File: src/rtl/w8u16_pkg.sv
// Shared types and constants of the WTF-8 to UTF-16 decoder.
package w8u16_pkg;

	localparam int unsigned FIFO_DEPTH = 4;

	localparam logic [7:0]  ASCII_MAX   = 8'h7F;
	localparam logic [7:0]  CONT_MIN    = 8'h80;
	localparam logic [7:0]  CONT_MAX    = 8'hBF;
	localparam logic [7:0]  LEAD2_MIN   = 8'hC2;
	localparam logic [7:0]  LEAD2_MAX   = 8'hDF;
	localparam logic [7:0]  LEAD3_MIN   = 8'hE0;
	localparam logic [7:0]  LEAD3_MAX   = 8'hEF;
	localparam logic [7:0]  LEAD4_MIN   = 8'hF0;
	localparam logic [7:0]  LEAD4_MAX   = 8'hF4;

	localparam logic [20:0] CP_MIN2     = 21'h00080;
	localparam logic [20:0] CP_MIN3     = 21'h00800;
	localparam logic [20:0] CP_MIN4     = 21'h10000;
	localparam logic [20:0] CP_MAX      = 21'h10FFFF;
	localparam logic [15:0] HI_SURR     = 16'hD800;
	localparam logic [15:0] LO_SURR     = 16'hDC00;
	localparam logic [9:0]  SURR_MASK   = 10'h3FF;

	localparam logic [2:0]  SEQ_LEN2    = 3'd2;
	localparam logic [2:0]  SEQ_LEN3    = 3'd3;
	localparam logic [2:0]  SEQ_LEN4    = 3'd4;

	typedef struct packed {
		logic [7:0] data_byte;
		logic       end_of_string;
	} req_t;

	typedef struct packed {
		logic [15:0] unit;
		logic        has_unit;
		logic        malformed;
		logic        string_done;
		logic        last_of_run;
	} rsp_t;

	typedef struct packed {
		logic [1:0] count;
		rsp_t       first;
		rsp_t       second;
	} step_res_t;

endpackage

File: src/rtl/w8u16_decode.sv
// Byte decoder: sequence state, validation and UTF-16 unit generation.
module w8u16_decode (
	input  logic               clk,
	input  logic               arst_n,
	input  logic               step,
	input  w8u16_pkg::req_t    req,
	output w8u16_pkg::step_res_t res
);

	logic [20:0] acc_q;
	logic [1:0]  rem_q;
	logic [2:0]  len_q;
	logic        err_q;

	logic [20:0] acc_n;
	logic [1:0]  rem_n;
	logic [2:0]  len_n;
	logic        err_n;

	logic [20:0] acc_shift;
	logic [20:0] cp;
	logic [20:0] v;
	logic        bad;
	logic        done;
	logic        eos;
	logic [7:0]  b;
	logic [15:0] u0;
	logic [15:0] u1;
	logic        pair;

	assign b         = req.data_byte;
	assign eos       = req.end_of_string;
	assign acc_shift = {acc_q[14:0], b[5:0]};
	assign v         = cp - w8u16_pkg::CP_MIN4;

	always_comb begin
		acc_n = acc_q;
		rem_n = rem_q;
		len_n = len_q;
		err_n = err_q;
		cp    = '0;
		bad   = 1'b0;
		done  = 1'b0;
		if (!err_q) begin
			if (rem_q == 2'd0) begin
				if (b <= w8u16_pkg::ASCII_MAX) begin
					cp   = {13'd0, b};
					done = 1'b1;
				end else if (b inside {[w8u16_pkg::LEAD2_MIN:w8u16_pkg::LEAD2_MAX]}) begin
					acc_n = {16'd0, b[4:0]};
					len_n = w8u16_pkg::SEQ_LEN2;
					rem_n = 2'd1;
				end else if (b inside {[w8u16_pkg::LEAD3_MIN:w8u16_pkg::LEAD3_MAX]}) begin
					acc_n = {17'd0, b[3:0]};
					len_n = w8u16_pkg::SEQ_LEN3;
					rem_n = 2'd2;
				end else if (b inside {[w8u16_pkg::LEAD4_MIN:w8u16_pkg::LEAD4_MAX]}) begin
					acc_n = {18'd0, b[2:0]};
					len_n = w8u16_pkg::SEQ_LEN4;
					rem_n = 2'd3;
				end else begin
					bad = 1'b1;
				end
			end else if (b inside {[w8u16_pkg::CONT_MIN:w8u16_pkg::CONT_MAX]}) begin
				acc_n = acc_shift;
				rem_n = rem_q - 2'd1;
				if (rem_n == 2'd0) begin
					cp = acc_shift;
					if ((len_q == w8u16_pkg::SEQ_LEN2 && cp < w8u16_pkg::CP_MIN2) ||
					    (len_q == w8u16_pkg::SEQ_LEN3 && cp < w8u16_pkg::CP_MIN3) ||
					    (len_q == w8u16_pkg::SEQ_LEN4 &&
					     (cp < w8u16_pkg::CP_MIN4 || cp > w8u16_pkg::CP_MAX))) begin
						bad = 1'b1;
					end else begin
						done = 1'b1;
					end
					acc_n = '0;
					len_n = '0;
				end
			end else begin
				bad = 1'b1;
			end
			if (!bad && eos && rem_n != 2'd0) begin
				bad = 1'b1;
			end
			if (bad) begin
				err_n = 1'b1;
				acc_n = '0;
				rem_n = '0;
				len_n = '0;
			end
		end
	end

	assign pair = cp >= w8u16_pkg::CP_MIN4;
	assign u0   = pair ? (w8u16_pkg::HI_SURR + {6'd0, v[19:10] & w8u16_pkg::SURR_MASK})
	                   : cp[15:0];
	assign u1   = w8u16_pkg::LO_SURR + {6'd0, v[9:0] & w8u16_pkg::SURR_MASK};

	always_comb begin
		res = '0;
		if (done) begin
			res.first.unit     = u0;
			res.first.has_unit = 1'b1;
			if (pair) begin
				res.count              = 2'd2;
				res.second.unit        = u1;
				res.second.has_unit    = 1'b1;
				res.second.string_done = eos;
				res.second.last_of_run = 1'b1;
			end else begin
				res.count             = 2'd1;
				res.first.string_done = eos;
				res.first.last_of_run = 1'b1;
			end
		end else if (eos) begin
			res.count             = 2'd1;
			res.first.malformed   = err_n;
			res.first.string_done = 1'b1;
			res.first.last_of_run = 1'b1;
		end else if (bad) begin
			res.count             = 2'd1;
			res.first.malformed   = 1'b1;
			res.first.last_of_run = 1'b1;
		end
	end

	always_ff @(posedge clk or negedge arst_n) begin
		if (!arst_n) begin
			acc_q <= '0;
			rem_q <= '0;
			len_q <= '0;
			err_q <= 1'b0;
		end else if (step) begin
			if (eos) begin
				acc_q <= '0;
				rem_q <= '0;
				len_q <= '0;
				err_q <= 1'b0;
			end else begin
				acc_q <= acc_n;
				rem_q <= rem_n;
				len_q <= len_n;
				err_q <= err_n;
			end
		end
	end

endmodule

File: src/rtl/w8u16_out_fifo.sv
// Result queue: takes up to two results per cycle, hands out one while out_ready is high.
module w8u16_out_fifo #(
	parameter int unsigned DEPTH = w8u16_pkg::FIFO_DEPTH
) (
	input  logic                  clk,
	input  logic                  arst_n,
	input  logic                  push,
	input  w8u16_pkg::step_res_t  res,
	output logic                  room,
	output logic                  out_valid,
	input  logic                  out_ready,
	output w8u16_pkg::rsp_t       out_rsp
);

	localparam int unsigned PW = $clog2(DEPTH);
	localparam int unsigned CW = $clog2(DEPTH + 1);
	localparam logic [CW-1:0] ROOM_MAX = CW'(DEPTH - 2);

	w8u16_pkg::rsp_t mem_q [DEPTH];
	logic [PW-1:0] head_q;
	logic [PW-1:0] tail_q;
	logic [CW-1:0] count_q;
	logic [1:0]    n_push;
	logic          pop;
	logic [PW-1:0] tail_p1;

	assign n_push    = push ? res.count : 2'd0;
	assign pop       = out_valid && out_ready;
	assign out_valid = count_q != '0;
	assign out_rsp   = mem_q[head_q];
	assign room      = count_q <= ROOM_MAX;
	assign tail_p1   = tail_q + PW'(1);

	always_ff @(posedge clk) begin
		if (n_push != 2'd0) begin
			mem_q[tail_q] <= res.first;
		end
		if (n_push == 2'd2) begin
			mem_q[tail_p1] <= res.second;
		end
	end

	always_ff @(posedge clk or negedge arst_n) begin
		if (!arst_n) begin
			head_q  <= '0;
			tail_q  <= '0;
			count_q <= '0;
		end else begin
			if (pop) begin
				head_q <= head_q + PW'(1);
			end
			tail_q  <= tail_q + PW'(n_push);
			count_q <= count_q + CW'(n_push) - CW'(pop);
		end
	end

endmodule

File: src/rtl/wtf8_decoder_to_utf16.sv
// Top level of the WTF-8 to UTF-16 decoder.
//
// Input channel in_valid/in_ready/in_req carries one WTF-8 byte per request,
// with end_of_string on the last byte of a string. Output channel
// out_valid/out_ready/out_rsp carries one result per request: a UTF-16 unit,
// an error notice, or the final verdict of a string (string_done), with
// last_of_run on the last result caused by a byte.
// A byte is taken into the input register and decoded from there once the
// queue has room; its results are written into a result queue of FIFO_DEPTH
// entries, and the first result is offered only after it is registered there.
// Throughput is one byte per cycle; a 4-byte sequence yields a surrogate pair,
// and those two results leave one after the other at the output. A byte is
// decoded only while the queue has room for two results.
// Reset clears the decode state and empties the queue and input register.
// When the receiver stalls, results stay in the queue and in_ready drops once
// the input register holds a byte and the queue lacks room for two results.
module wtf8_decoder_to_utf16 #(
	parameter int unsigned FIFO_DEPTH = w8u16_pkg::FIFO_DEPTH
) (
	input  logic            clk,
	input  logic            arst_n,
	input  logic            in_valid,
	output logic            in_ready,
	input  w8u16_pkg::req_t in_req,
	output logic            out_valid,
	input  logic            out_ready,
	output w8u16_pkg::rsp_t out_rsp
);

	logic                 vld_s1;
	w8u16_pkg::req_t      req_s1;
	logic                 room;
	logic                 step;
	w8u16_pkg::step_res_t res;

	assign step     = vld_s1 && room;
	assign in_ready = !vld_s1 || step;

	always_ff @(posedge clk or negedge arst_n) begin
		if (!arst_n) begin
			vld_s1 <= 1'b0;
		end else if (in_ready) begin
			vld_s1 <= in_valid;
		end
	end

	always_ff @(posedge clk) begin
		if (in_ready && in_valid) begin
			req_s1 <= in_req;
		end
	end

	w8u16_decode u_decode (
		.clk    (clk),
		.arst_n (arst_n),
		.step   (step),
		.req    (req_s1),
		.res    (res)
	);

	w8u16_out_fifo #(
		.DEPTH (FIFO_DEPTH)
	) u_out_fifo (
		.clk       (clk),
		.arst_n    (arst_n),
		.push      (step),
		.res       (res),
		.room      (room),
		.out_valid (out_valid),
		.out_ready (out_ready),
		.out_rsp   (out_rsp)
	);

endmodule
File: config.mk
export PLATFORM = sky130hd
export DESIGN_NAME = wtf8_decoder_to_utf16
export DESIGN_NICKNAME = d
export VERILOG_FILES = /design/src/rtl/w8u16_pkg.sv /design/src/rtl/w8u16_decode.sv /design/src/rtl/w8u16_out_fifo.sv /design/src/rtl/wtf8_decoder_to_utf16.sv
export SDC_FILE = /design/constraint.sdc
export NUM_CORES = 1
export LEC_CHECK = 0
export BUFFER_PORTS_ARGS = -buffer_cell sky130_fd_sc_hd__buf_2
export CAP_MARGIN = 15
export CORE_ASPECT_RATIO = 1.2
export CORE_MARGIN = 3
export CORE_UTILIZATION = 50
export CTS_CLUSTER_SIZE = 16
export DETAILED_ROUTE_END_ITERATION = 16
export PLACE_DENSITY = 0.75
export SLEW_MARGIN = 20
export SYNTH_ARGS = -nofsm -noshare
export SYNTH_HDL_FRONTEND = slang
export SYNTH_SLANG_ARGS = --single-unit
File: constraint.sdc
create_clock -name clk -period 9.7 [get_ports clk]
set_input_delay 0.485 -clock clk [delete_from_list [all_inputs] [get_ports clk]]
set_output_delay 0.485 -clock clk [all_outputs]
set_load 0.02 [all_outputs]
==> results.yml <==
pwr:
  power.leakage_uw: 0.00260
  peakVddDrop_v: 0.000129
  powerDensity_nw_per_um2: 302
placement:
  io_buffers: 34
  place_hpwl_um: 9970
  place_ws_ns: 5.55
  postPlaceCellArea_sq_um: 6350
  gp_congestion: 0.951
sta:
  post-route-period-util: 0.434
  max_freq_ghz: 0.238
  slew_violations: 0
  setup_tns_ns: 0
  worst_pin_slew_ns: 1.00
  hold_violations: 0
  min_period_ns: 4.21
  rsz0062_at_grt: "no"
  finalSetupViolCount: 0
  skew_ns: 0.00767
  setup_ws_ns: 5.49
  hold_ws_ns: 0.0940
  slew_headroom: 0.330
critical_path:
  startpoint: "u_decode.rem_q[0]"
  critPathArrivalTime_ns: 4.45
  required_ns: 9.95
  start_kind: "flip-flop"
  path_class: "flip-flop to flip-flop"
  r2r_start: "u_decode.rem_q[0]"
  path_max_fanout: 24
  setup.worst_path.end_class: "flip-flop"
yosys:
  synth_nets: 499
  ys_seq_area_frac: 0.547
  syn-mean-instance-area_sq_um: 12.7
  synth_flop_cell: "edfxtp_1"
  netlist_area_sq_um: 6060
  ys_async_sr_fraction: 0.246
  synth-edff-count: 81
  syn_inst: 477
  ys_seq_elements: 118
  synth_cell_types: 76
  yosysWarnings: 0
detailed_routing:
  wire_per_inst_um: 21.3
  drt_iter0_markers: 402
  vias: 4255
  drtPass1Iterations: 5
  wl_um: 14400
  routed_via_density: 6.29
  postRouteAntennaNets: 0
  drc: 0
final_layout:
  final_cell_mix: "81 x edfxtp_1, 38 x a22o_1, 37 x nand2_1"
  fillers: 964
  layout_commonest_cell: "edfxtp_1"
  seq_area_sq_um: 3320
  final_cell_area_sq_um: 6910
  antennaDiodeCount: 0
  drive_above_1_share: 0.240
  layout.nets: 530
  multi_input_area_sq_um: 2560
  area_delta_synth_final_pct: 14.0
clock_tree:
  cts_root_buffer: "clkbuf_16"
  post-cts-setup-buffer-count: 0
  cts.sinks: 118
  clk_latency_ns: 0.42
  postCtsHoldBufs: 0
  ctsResizeCount: 0
  cts_tree: "built"
  cts_buffers: 17
  clk_path_buf_depth: 2
  clkTransAtPathRegs_ns: 0.05
  htreeDepth: 4
floorplanning:
  die_h_um: 127
  ios: 35
  die-area_sq_um: 13500
  fp-row-count: 43
  core-area_sq_um: 11700
  start_util: 0.517
  die_w_um: 107
global_routing:
  grt_util_all_layers: 0.230
  grt_overflow_total: 0
  grt_pass1_vias: 4446
  grt_max_degree: 30
  antenna_found_initial: 0
  grt_pass1_wl_um: 23500
worst_hold_path:
  hold_class: "input pin to asynchronous set/reset pin"
run:
  maxCapViolations: 0
run_status:
  outcome: "finished, final reports clean"
flip-flops by register name, indices dropped and copies added, names as in the netlist:
signal              flops
u_decode.acc_q         15
u_out_fifo.mem_q       80
u_decode.len_q          3
u_out_fifo.tail_q       2
u_decode.rem_q          2
u_decode.err_q          1
u_out_fifo.head_q       2
vld_s1                  1
u_out_fifo.count_q      3
req_s1                  9
worst max-delay path, cell delays in order, from the launching register on:
cell	delay [ns]
dfrtp_1	0.42
inv_1	0.10
ha_1	0.40
nand4bb_1	0.33
nor2_1	0.13
buf_4	0.24
nand2_1	0.17
inv_1	0.11
ha_1	0.14
o21ai_0	0.14
o32a_4	0.49
nor2_1	0.31
o211a_1	0.83
o32ai_1	0.22
power breakdown:
part | internal [uW] | switching [uW] | leakage, uW
Sequential | 659 | 123 | 0.00121
Clock | 374 | 227 | 0.000269
Combinational | 284 | 425 | 0.00112
Total | 1320 | 774 | 0.00260
cells by family (layout without fill, tap and decap cells):
group,count (synthesis),after routing,synth area share
DFF,118,118,0.547
and+or+nand+nor,136,136,0.135
AOI/OAI and AO/OA,139,139,0.178
buffers and inverters,46,89,0.0307
xor gates and xnor gates,7,7,0.0101
muxes,22,22,0.0797
adders and majority gates,9,9,0.0198
metal layers:
layer	share of wire	global-route usage	wire length (um)
met4	0.016	0.0760	229
met3	0.074	0.0539	1060
met1	0.39	0.286	5610
met5	0	0	0
met2	0.52	0.398	7500
cells in the mapped netlist, types with 4 or more instances:
cell / n / area (sq um)
nor3_1: 4 / 20.0
clkbuf_1: 17 / 63.8
nand2_1: 37 / 139
or3_1: 4 / 25.0
buf_2: 5 / 25.0
a32o_1: 4 / 40.0
and2_1: 5 / 31.3
nand2b_1: 5 / 31.3
o22ai_1: 14 / 87.6
a21oi_1: 22 / 110
o32ai_1: 5 / 43.8
o21ai_0: 21 / 105
edfxtp_1: 81 / 2430
dfrtp_1: 29 / 726
dfxtp_1: 8 / 160
xnor2_1: 4 / 35.0
a22o_1: 38 / 333
mux4_2: 20 / 450
nor2b_1: 5 / 31.3
nand3_1: 18 / 90.1
ha_1: 8 / 100
nor2_1: 25 / 93.8
inv_1: 19 / 71.3
final timing paths:
path                       slack, ns  depth (start not counted)                 endpoint
setup reg to reg                5.49                         13  u_out_fifo.mem_q[1][17]
min in group clk                0.24                          1                req_s1[5]
hold reg to reg                 0.46                          2  u_out_fifo.mem_q[3][17]
max in group asynchronous       9.16                          1       u_decode.acc_q[12]
setup / recovery                5.49                         13  u_out_fifo.mem_q[1][17]
hold / removal                  0.09                          1    u_out_fifo.count_q[1]
per-stage QoR:
step | power (uW) | instances | utilization
after floorplan | 1300 | 477 | -
after global placement | 1470 | 646 | 0.541
after detailed placement | 1500 | 646 | 0.541
after CTS | 2100 | 677 | 0.589
after global routing | 2200 | 677 | 0.590
final | 2090 | 677 | 0.590
final cells by class:
type                    count  share of cell area
flip-flops and latches    118               0.480
multi-input cells         313               0.371
clock buffers              18              0.0621
repair buffers             38              0.0290
well taps                 157              0.0284
clock inverters            13              0.0192
inverters                  20              0.0109
No activity file was read; power rests on OpenSTA's default activity.
